File: config.mk
export PLATFORM = sky130hd
export DESIGN_NAME = sbs_ctrl
export DESIGN_NICKNAME = d
export VERILOG_FILES = /design/src/sv/sbs_pkg.sv /design/src/sv/sbs_ctrl.sv
export SDC_FILE = /design/constraint.sdc
export NUM_CORES = 1
export LEC_CHECK = 0
export ABC_AREA = 0
export BUFFER_PORTS_ARGS = -buffer_cell sky130_fd_sc_hd__clkbuf_2
export CAP_MARGIN = 20
export CORE_AREA = 2 2 39 41
export CTS_BUF_LIST = sky130_fd_sc_hd__clkbuf_8
export DETAILED_ROUTE_END_ITERATION = 16
export DIE_AREA = 0 0 41 43
export PLACE_DENSITY = 0.43
export SYNTH_ARGS = -nofsm -noshare
export SYNTH_HDL_FRONTEND = slang
export SYNTH_SLANG_ARGS = --single-unit
File: constraint.sdc
create_clock -name clk -period 2.5 [get_ports clk]
set_clock_uncertainty 0.2 [all_clocks]
set_input_delay 0.25 -clock clk [delete_from_list [all_inputs] [get_ports clk]]
set_output_delay 0.25 -clock clk [all_outputs]
set_load 0.01 [all_outputs]
File: src/sv/sbs_pkg.sv
// Shared types and constants for the sorted table binary search block.
// Used by the controller, the datapath, the top level and the checker.
`timescale 1ns / 1ps

package sbs_pkg;

    localparam int TABLE_DEPTH = 1024;
    localparam int IDX_W       = $clog2(TABLE_DEPTH);
    localparam int CNT_W       = $clog2(TABLE_DEPTH + 1);
    localparam int ENTRY_IN_W  = 10;
    localparam int POS_W       = 10;
    localparam int SIZE_W      = 11;
    localparam int DATA_W      = 32;

    typedef enum logic {
        OP_WRITE  = 1'b0,
        OP_SEARCH = 1'b1
    } opcode_t;

    typedef enum logic [2:0] {
        ST_IDLE   = 3'b001,
        ST_SEARCH = 3'b010,
        ST_RESULT = 3'b100
    } state_t;

    typedef struct packed {
        logic wr;
        logic load;
        logic step;
    } sbs_cmd_t;

    typedef struct packed {
        logic empty;
        logic last;
    } sbs_status_t;

endpackage

File: src/sv/sbs_ctrl.sv
// Controller state machine for the binary search block.
// Depends on sbs_pkg for the state, command and status types.
`timescale 1ns / 1ps

module sbs_ctrl (
    input  logic                clk,
    input  logic                rst_n,
    input  logic                start,
    input  logic                opcode,
    input  sbs_pkg::sbs_status_t status,
    output sbs_pkg::sbs_cmd_t   cmd,
    output logic                busy,
    output logic                done
);

    sbs_pkg::state_t state_reg;
    sbs_pkg::state_t state_next;
    logic            accept;

    assign busy   = (state_reg == sbs_pkg::ST_SEARCH);
    assign done   = (state_reg == sbs_pkg::ST_RESULT);
    assign accept = start && !busy;

    assign cmd.wr   = accept && (opcode == sbs_pkg::OP_WRITE);
    assign cmd.load = accept && (opcode == sbs_pkg::OP_SEARCH);
    assign cmd.step = busy;

    always_comb
    begin
        state_next = state_reg;
        case (state_reg)
            sbs_pkg::ST_IDLE,
            sbs_pkg::ST_RESULT:
            begin
                if (cmd.load)
                begin
                    state_next = status.empty ? sbs_pkg::ST_RESULT : sbs_pkg::ST_SEARCH;
                end
                else
                begin
                    state_next = sbs_pkg::ST_IDLE;
                end
            end
            sbs_pkg::ST_SEARCH:
            begin
                if (status.last)
                begin
                    state_next = sbs_pkg::ST_RESULT;
                end
            end
            default:
            begin
                state_next = sbs_pkg::ST_IDLE;
            end
        endcase
    end

    always_ff @(posedge clk or negedge rst_n)
    begin
        if (!rst_n)
        begin
            state_reg <= sbs_pkg::ST_IDLE;
        end
        else
        begin
            state_reg <= state_next;
        end
    end

endmodule

Word-level counts from Yosys, hierarchy flattened. Index checks and enable logic that the tools add are counted.

Multiplexer cells: 4. Eq/ne operators: 4. Reduce and logical (&&, ||, !) cells: 5. Bitwise gates (word level): 1.

Operators with widths (count): $mux W3 (3); $pmux W3 S2 (1); $eq A3 B1 Y1 const B (1); $eq A3 B2 Y1 const B (1); $eq A3 B3 Y1 const B (1); $logic_and A1 B1 Y1 (3); $ne A2 B2 Y1 const B (1); $reduce_or A2 Y1 (1); $logic_not A1 Y1 (1); $not A1 Y1 (1).

Output and inout bits: 5. Word-level logic and storage cells: 15. Register bits: 3. Input bits: 6.

Longest topological paths before layout. Gate-level depths: netlist of run 1.

Word-level depth: 6. Depth in mapped cells: 2. Mapped depth without buffers: 2.

Worst setup path after synthesis of run 1. OpenSTA, ideal clock, no wires.

Path type: reg-to-output. Start point: reg state_reg[2]. End point: out cmd[0] in the netlist's numbering. Cell stages (with the launch flop): 3. Path buffers: 1. Arrival time: 0.958 ns. Data required time: 2.050 ns. Slack: 1.092 ns. Cells stage by stage: dfrtp_1 -> nor3b_2 -> buf_4.

Word-level cells in the longest chain between the ends: 1.

Ends and longest elaborated chain: from (decl) (RTL line sbs_ctrl.sv:16) `sbs_pkg::state_t state_reg;`; from (signal assigned) (RTL line sbs_ctrl.sv:62) `state_reg <= sbs_pkg::ST_IDLE;`; from (signal assigned) (RTL line sbs_ctrl.sv:66) `state_reg <= state_next;`; $eq A3 B2 Y1 (RTL line sbs_ctrl.sv:20) `assign busy = (state_reg == sbs_pkg::ST_SEARCH);`; to (decl) (RTL line sbs_ctrl.sv:11) `output sbs_pkg::sbs_cmd_t cmd,`.

Every way passes these cells.

==> results_dict.tcl, run 1 <==
set metrics [dict create \
    cts_sinks 3 \
    die_y_microns 43 \
    worst_setup_hold_path_clk_slew_ns 0.03 \
    synth_top_family_by_area "simple AND/OR/NAND/NOR gates" \
    worstPathArrival_ns 1.21 \
    ys_dominant_reg_cell "dfrtp_1" \
    register_area_sq_um 76.32 \
    fin_crit_ns 1.657 \
    route.vias.total 183 \
    final_hold_viol_count 0 \
    syn-mean-instance-area_sq_um 10.67 \
    setup_viol 0 \
    wl_met1_microns 209 \
    nFillCells 154 \
    viasPerCell 3.894 \
    htree_levels 1 \
    clockRootBuffer "clkbuf_8" \
    synth_xor_area_share_pct 4.828 \
    clk_path_buf_depth 2 \
    status "finished clean" \
    critPathMaxFanout 6 \
    drv_slew 0 \
    reg2reg_depth 2 \
    tritoncts "done" \
    synth_seq_cells 3 \
    cts_buffers 3 \
    worstSetupStartpoint "state_reg[2]$_DFFE_PN0P_" \
    die_w_microns 41 \
    timing.rr.end "state_reg[2]$_DFFE_PN0P_" \
    synthAdderAreaFrac_pct 0 \
    drv_cap 0 \
    dp_hpwl_microns 339.7 \
    critPathKind "flop to output port" \
    die_area_sq_um 1763 \
    yosysTopAreaCell "dfrtp_1" \
    ff2ff_setup_slack_ns 1.27 \
    num_io_pins 11 \
    start_kind "flop" \
    finalWirelength_microns 450 \
    final_layout_size_suffix_gt1_share_pct 48.39 \
    async_flop_share_pct 100.0 \
    synth_edf_count 0 \
    max_freq_mhz 603.3 \
    top_layer "met4" \
    setup_tns_ns 0 \
    syn_area_sq_um 181.4 \
    synth_simple_gate_area_share_pct 34.48 \
    powerDensity_nw_per_um2 727.1 \
    syn_to_final_growth_pct 64.83 \
    multiInputGateArea_sq_um 93.84 \
    start_util_pct 13.11 \
    grt_antenna_before_repair 0 \
    ys_types 15 \
    synthCells 17 \
    tightest_slew_ns 0.3662 \
    synth_nets 23 \
    drc 0 \
    dr_wl_met2_microns 148 \
    timing.hold.ws_ns 0.08771 \
    period_share_pct 66.30 \
    yosysWarnings 0 \
    largest_reg_flops 3 \
    grt_usage_pct 7.236 \
    synthTopCellsByArea "dfrtp_1, dfstp_2, nor3b_1" \
    dr_wl_met3_microns 64 \
    leakagePower_nw 0.1500 \
    drtIter0Drc 0 \
    core_area_sq_um 1384 \
    grt_pass1_vias 174 \
    critPathRequiredTime_ns 2.05 \
    synth-compound-area-share_pct 12.41 \
    drt.antenna.violating_nets 0 \
    antennaDiodeCount 0 \
    num_rows 14 \
    ir_worst_vdd_mv 0.1638 \
    end_kind "output port" \
    yosys-top-cells-count "dfrtp_1, nor3b_1" \
    grt_pass1_wl_microns 738 \
    timing.rr.start "state_reg[2]$_DFFE_PN0P_" \
    seq_area_frac_synth_pct 42.07 \
    synthMuxAreaShare_pct 0 \
    nNetsFinal 38 \
    wl_per_cell_microns 9.574 \
    rsz0062_at_grt "no" \
    gp_congestion 0.6727 \
    drt_pre_antenna_iters 1 \
    synth.top_cell.area_share_pct 27.59 \
    clock_latency_ns 0.22 \
    grt_max_degree 7 \
    min-delay-path-class "input port to flop" \
    endpoint "cmd[2]" \
    gr-total-overflow 0 \
    port_buffers 10 \
    slew_headroom_pct 75.48 \
]
==> critical path: stages, from the launching register on <==
cell and delay (ns):
dfrtp_1 0.41, nor3b_2 0.35, nor3b_1 0.09, clkbuf_2 0.14
==> cells by family (layout without fill, tap and decap cells) <==
| logic type | count (synthesis) | count (layout) |
|---|---|---|
| buf+inv | 2 | 16 |
| flops | 3 | 3 |
| xor+xnor | 1 | 1 |
| compound gates | 3 | 3 |
| simple gates | 8 | 8 |
==> cell type report <==
| type | instances | share of cell area [%] |
|---|---|---|
| well taps | 16 | 6.695 |
| multi-input cells | 12 | 31.38 |
| clock inverters | 1 | 1.255 |
| inverters | 1 | 1.255 |
| clock buffers | 3 | 13.81 |
| flip-flops and latches | 3 | 25.52 |
| repair buffers | 11 | 20.08 |
==> how the worst min path moves through the flow <==
stage	startpoint	endpoint	cells past startpoint
2_1_floorplan	rst_n	state_reg[1]$_DFFE_PN0P_	0
3_3_place_gp	rst_n	state_reg[1]$_DFFE_PN0P_	1
3_5_place_dp	rst_n	state_reg[1]$_DFFE_PN0P_	1
4_1_cts	status[0]	state_reg[2]$_DFFE_PN0P_	2
5_1_grt	status[0]	state_reg[2]$_DFFE_PN0P_	2
6_report	status[0]	state_reg[2]$_DFFE_PN0P_	2
==> metal layers <==
metal	GRT usage [%]	vias to the layer above
met1	7.742	75
li1	-	90
met2	7.187	14
met4	10.00	0
met3	5.236	4
met5	0	-
==> cell usage in the layout (no fill, tap or decap) <==
master         count
clkbuf_8           3
and3b_1            1
clkbuf_2          10
dfrtp_1            2
a31o_1             1
and4b_1            1
a21oi_1            1
nor4b_1            1
dfstp_2            1
a22o_1             1
nor3b_2            1
nand2_1            1
inv_1              2
nor2_1             1
dlygate4sd3_1      1
nor3b_1            2
xor2_1             1
==> report_power, final <==
part           total [W]  leakage [nW]  switching, W  internal [W]
Combinational  0.0000218        0.0853     0.0000101     0.0000116
Clock           0.000138        0.0269     0.0000333      0.000105
Sequential     0.0000578        0.0377    0.00000433     0.0000535
Total           0.000217         0.150     0.0000477      0.000170
==> through the flow <==
step	instance area [sq um]	std cells	total power (W)	setup WS (ns)	utilization, %
after global routing	299.0	47	0.0002281	0.7566	21.61
after detailed placement	244.0	42	0.00007877	1.077	17.63
after global placement	244.0	42	0.00007853	1.094	17.63
final	299.0	47	0.0002174	0.8426	21.61
after floorplan	181.4	17	0.00006893	1.092	-
after CTS	299.0	47	0.0002224	0.8350	21.61
==> what timing repair did <==
action / in CTS / in global routing
setup buffers: 0 / 0
hold buffers: 1 / 0
resized for setup: 0 / 0
hold endpoints to repair: 3 / 0
Note: power is estimated with default switching activity, not from simulation.
==> run 2: changes to the inputs <==
==> constraint.sdc (replaced) <==
create_clock -name clk -period 1.6 [get_ports clk]
set_clock_uncertainty 0.2 [all_clocks]
set_input_delay 0.16 -clock clk [delete_from_list [all_inputs] [get_ports clk]]
set_output_delay 0.16 -clock clk [all_outputs]
set_load 0.01 [all_outputs]
==> run 2 against run 1 <==
  * Setup slack got worse by 0.76 ns
  * Critical path depth unchanged
  * Power increased by 59%
  * Flip-flop and latch count unchanged
  * Sequential power increased by 57%
  * Combinational power increased by 110%
  * Critical path type unchanged
  * Largest power group unchanged
==> results_dict.tcl, run 2 (same netlist as run 1, synthesis figures left out) <==
set metrics [dict create \
    status "finished clean" \
    drc 0 \
    worst_setup_hold_path_clk_slew_ns 0.03 \
    start_kind "flop" \
    clk_path_buf_depth 2 \
    tritoncts "done" \
    cpMaxStageDelayCell "dfstp_2" \
    instances_no_fill 50 \
    route.vias.total 192 \
    drtIter0Drc 1 \
    powerDensity_nw_per_um2 1039 \
    p_sw_w 0.00007377 \
    critPathKind "flop to output port" \
    sw_frac_of_total_pct 21.32 \
    num_rows 14 \
    p_int_w 0.0002722 \
    min-delay-path-class "input port to flop" \
    worstPathArrival_ns 1.16 \
    grt_usage_pct 6.827 \
    setup_viol 0 \
    grt_pass1_vias 191 \
    core_area_sq_um 1384 \
    grt_antenna_before_repair 0 \
    stdcell_area_sq_um 332.8 \
    power_frac_seq_pct 26.3 \
    final_layout_size_suffix_gt1_share_pct 55.88 \
    num_io_pins 11 \
    tightest_slew_ns 0.2675 \
    drt_pre_antenna_iters 2 \
    cpPeakStageDelay_ns 0.56 \
    cp_cell_sequence "nor3b_4, nor3b_1, clkbuf_2" \
    die_w_microns 41 \
    end_kind "output port" \
    wl_per_cell_microns 10.06 \
    cts_buffers 3 \
    viasPerCell 3.840 \
    slew_headroom_pct 82.15 \
    critPathMaxFanout 6 \
    max_freq_mhz 657.5 \
    gr-total-overflow 0 \
    die_y_microns 43 \
    ir_worst_vdd_mv 0.1950 \
    drv_cap 0 \
    finalWirelength_microns 503 \
    drt.antenna.violating_nets 0 \
    pwr-share-comb_pct 12.9 \
    grt_pass1_wl_microns 772 \
    period_share_pct 95.05 \
    layout_common_cells "clkbuf_2, clkbuf_8" \
    port_buffers 10 \
    cts_sinks 3 \
    critPathRequiredTime_ns 1.24 \
    grt_max_degree 7 \
    ff2ff_setup_slack_ns 0.23 \
    antennaDiodeCount 0 \
    fin_crit_ns 1.521 \
    clockPowerShare_pct 60.8 \
    clockRootBuffer "clkbuf_8" \
    htree_levels 1 \
    start_util_pct 13.11 \
    syn_to_final_growth_pct 83.45 \
    place_area_sq_um 244.0 \
    leakagePower_nw 0.1620 \
    largest_reg_flops 3 \
    die_area_sq_um 1763 \
    dp_hpwl_microns 338.8 \
    layout_commonest_cell "clkbuf_2" \
    final_hold_viol_count 0 \
    clock_latency_ns 0.21 \
    setup_tns_ns 0 \
    gp_congestion 0.6714 \
    drv_slew 0 \
    numPlacedInstances 42 \
    nNetsFinal 41 \
]
run 2: changes by cell type in the layout (fill, tap and decap cells not counted):
cell / change
nor3b_4: +1
buf_4: +2
dfrtp_1: -2
nor3b_2: -1
dlygate4sd3_1: +1
dfrtp_2: +2
run 2: metrics by stage:
stage	total power [W]	hold WS [ns]	setup WS, ns	util, %
floorplan	0.0001077	-0.3356	0.2824	-
global placement	0.0001227	-0.2455	0.2830	17.63
detailed placement	0.0001238	-0.2425	0.2570	17.63
CTS	0.0003452	0.04339	0.02494	22.33
global route	0.0003661	0.06067	-0.001313	24.05
finish	0.0003459	0.05010	0.07913	24.05
run 2: area by class of cell:
cell class	count	area, sq um
Clock buffer	3	41.29
Clock inverter	1	3.754
Fill cell	156	1051
Inverter	1	3.754
Multi-Input combinational cell	12	100.1
Sequential cell	3	78.83
Tap cell	16	20.02
Timing Repair Buffer	14	85.08
run 2: critical path, delay by kind of cell (launching register included):
family	cells	cell delay [ns]
DFF	1	0.56
buffers and inverters	1	0.16
and+or+nand+nor	2	0.24
run 2: what timing repair did:
item / in CTS / in global routing
setup buffers: 0 / 2
setup endpoints to repair: 0 / 4
hold buffers: 2 / 0
gates resized for setup: 0 / 3
hold endpoints to repair: 4 / 0
run 2: final timing paths:
check                                          from                       end  cells after the start
min reg2reg                state_reg[2]$_DFFE_PN0P_  state_reg[0]$_DFFE_PN1P_                      2
min                                       status[1]  state_reg[1]$_DFFE_PN0P_                      3
min in group asynchronous                     rst_n  state_reg[1]$_DFFE_PN0P_                      2
max reg2reg                state_reg[0]$_DFFE_PN1P_  state_reg[1]$_DFFE_PN0P_                      3
max                        state_reg[0]$_DFFE_PN1P_                    cmd[2]                      3
max in group asynchronous                     rst_n  state_reg[0]$_DFFE_PN1P_                      2
run 2: power by group through the flow:
stage	Combinational, W	Sequential, W	Clock, W
2_1_floorplan	0.0000184	0.0000893	0
3_3_place_gp	0.0000319	0.0000908	0
3_5_place_dp	0.0000321	0.0000917	0
4_1_cts	0.0000364	0.0000910	0.000218
5_1_grt	0.0000491	0.0000920	0.000225
6_report	0.0000447	0.0000910	0.000210
run 2: routing by layer:
layer	GRT usage (%)	routed length (microns)	vias up
li1	-	-	95
met1	8.682	229	87
met2	7.813	214	10
met3	2.094	59	0
met4	8.000	0	0
met5	0	0	-
==> run 3: changes to the inputs <==
--- a/config.mk
+++ b/config.mk
@@ -9,10 +9,9 @@
 export BUFFER_PORTS_ARGS = -buffer_cell sky130_fd_sc_hd__clkbuf_2
 export CAP_MARGIN = 20
 export CORE_AREA = 2 2 39 41
-export CTS_BUF_LIST = sky130_fd_sc_hd__clkbuf_8
 export DETAILED_ROUTE_END_ITERATION = 16
 export DIE_AREA = 0 0 41 43
-export PLACE_DENSITY = 0.43
+export PLACE_DENSITY = 0.42
 export SYNTH_ARGS = -nofsm -noshare
 export SYNTH_HDL_FRONTEND = slang
 export SYNTH_SLANG_ARGS = --single-unit
==> constraint.sdc (replaced) <==
create_clock -name clk -period 1.6 [get_ports clk]
set_clock_uncertainty 0.2 [all_clocks]
set_input_delay 0.32 -clock clk [delete_from_list [all_inputs] [get_ports clk]]
set_output_delay 0.32 -clock clk [all_outputs]
set_load 0.01 [all_outputs]
==> run 3 against run 2 <==
  * The run now ends with negative setup slack left
  * Routed wire length shrank 5.4%
  * Register-to-register slack about the same
  * Sequential power down 2.2%
  * Global-route usage down 0.40 points
  * Maximum frequency fell by 7.7%
  * Critical path depth is the same
  * Critical path type unchanged
  * Combinational power up 11%
  * Utilization rose by 0.090 points
  * Largest cell class unchanged
  * Highest routed layer unchanged
  * Via count increased by 5.7%
==> results_dict.tcl, run 3 (same netlist as run 1, synthesis figures left out) <==
set metrics [dict create \
    tightest_slew_ns 0.2511 \
    end_kind "output port" \
    setup_viol 4 \
    p_int_w 0.0002051 \
    powerDensity_nw_per_um2 808.6 \
    cpPeakStageDelay_ns 0.55 \
    syn_to_final_growth_pct 84.14 \
    final_layout_size_suffix_gt1_share_pct 61.11 \
    drt_pre_antenna_iters 2 \
    cp_cell_sequence "nor3b_4, nor3b_2, buf_2" \
    timing.rr.start "state_reg[2]$_DFFE_PN0P_" \
    htree_levels 1 \
    worstPathArrival_ns 1.13 \
    worst_setup_hold_path_clk_slew_ns 0.04 \
    die_y_microns 43 \
    final_hold_viol_count 0 \
    grt_pass1_wl_microns 690 \
    grt_pass1_vias 178 \
    largest_reg_flops 3 \
    gr-total-overflow 0 \
    drtIter0Drc 3 \
    reg2reg_depth 4 \
    grt_usage_pct 6.426 \
    ff2ff_setup_slack_ns 0.24 \
    drv_cap 0 \
    status "complete, but fails checks" \
    antennaDiodeCount 0 \
    core_area_sq_um 1384 \
    grt_antenna_before_repair 0 \
    num_rows 14 \
    nFillCells 155 \
    route.vias.total 203 \
    wl_per_cell_microns 9.154 \
    layout_commonest_cell "clkbuf_2" \
    clockPowerShare_pct 48.7 \
    critPathMaxFanout 5 \
    cts_buffers 3 \
    p_sw_w 0.00006506 \
    power_frac_seq_pct 33.0 \
    grt_max_degree 6 \
    fin_crit_ns 1.648 \
    utilization_pct 24.14 \
    leakagePower_nw 0.1705 \
    critPathRequiredTime_ns 1.08 \
    clk_path_buf_depth 2 \
    rsz0062_at_grt "yes" \
    drv_slew 0 \
    start_kind "flop" \
    finalWirelength_microns 476 \
    clockRootBuffer "clkbuf_4" \
    cpMaxStageDelayCell "dfstp_2" \
    nNetsFinal 43 \
    layout_common_cells "clkbuf_2, buf_4, buf_2" \
    sw_frac_of_total_pct 24.08 \
    die_area_sq_um 1763 \
    min-delay-path-class "input port to flop" \
    slew_headroom_pct 83.03 \
    gp_congestion 0.6152 \
    max_freq_mhz 606.7 \
    cts_sinks 3 \
    critPathKind "flop to output port" \
    ir_worst_vdd_mv 0.1802 \
    endpoint "cmd[2]" \
    num_io_pins 11 \
    port_buffers 10 \
    viasPerCell 3.904 \
    post-place-ws_ns 0.09345 \
    clock_latency_ns 0.23 \
    drc 0 \
    worstSetupStartpoint "state_reg[0]$_DFFE_PN1P_" \
    setup_tns_ns -0.09343 \
    setup_ws_ns -0.04822 \
    pwr-share-comb_pct 18.4 \
    timing.rr.end "state_reg[1]$_DFFE_PN0P_" \
    violations "negative setup slack" \
    die_w_microns 41 \
    period_share_pct 103.0 \
    tritoncts "done" \
    timing.hold.ws_ns 0.1343 \
    drt.antenna.violating_nets 0 \
    start_util_pct 13.11 \
]
run 3: worst min path at each step:
stage               cells after the start       from                        to
floorplan                               0      rst_n  state_reg[1]$_DFFE_PN0P_
global placement                        1      rst_n  state_reg[2]$_DFFE_PN0P_
detailed placement                      1      rst_n  state_reg[2]$_DFFE_PN0P_
CTS                                     2  status[0]  state_reg[2]$_DFFE_PN0P_
global route                            2  status[0]  state_reg[2]$_DFFE_PN0P_
finish                                  2  status[0]  state_reg[2]$_DFFE_PN0P_
run 3: worst max-delay path, delay by kind of cell (launching register included):
family	cells	cell delay, ns
buf+inv	1	0.15
simple gates	2	0.20
flops	1	0.55
run 3: timing repair:
item                                    CTS  global route
hold endpoints to repair                  3             0
gates resized for setup                   2             5
setup buffers                             4             1
pin swaps                                 3             2
endpoints found under the setup margin    4             5
hold buffers                              1             0
run 3: through the flow:
step	cells	instance area [sq um]	total power, W
after floorplan	17	181.4	0.0001077
after global placement	42	244.0	0.0001216
after detailed placement	42	244.0	0.0001229
after CTS	51	321.6	0.0002742
after global routing	52	334.1	0.0002885
final	52	334.1	0.0002701
run 3: metal layers:
| metal | global-route usage (%) | routed length [microns] | vias up |
|---|---|---|---|
| met2 | 7.187 | 201 | 11 |
| met4 | 8.000 | 0 | 0 |
| li1 | - | - | 101 |
| met3 | 3.665 | 59 | 0 |
| met1 | 7.074 | 216 | 91 |
| met5 | 0 | 0 | - |
run 3: cell type report:
class / count / area [sq um] / area share, %
multi-input combinational: 12 / 110.1 / 32.96
timing repair buffer: 16 / 97.59 / 29.21
tap: 16 / 20.02 / 5.993
inverter: 1 / 3.754 / 1.124
sequential: 3 / 76.32 / 22.85
clock buffer: 4 / 26.28 / 7.865
run 3: power groups by stage:
stage	Sequential, W	Combinational [W]	Clock [W]
6_report	0.0000890	0.0000496	0.000131
5_1_grt	0.0000895	0.0000541	0.000145
4_1_cts	0.0000892	0.0000464	0.000139
3_5_place_dp	0.0000909	0.0000320	0
3_3_place_gp	0.0000902	0.0000314	0
2_1_floorplan	0.0000893	0.0000184	0
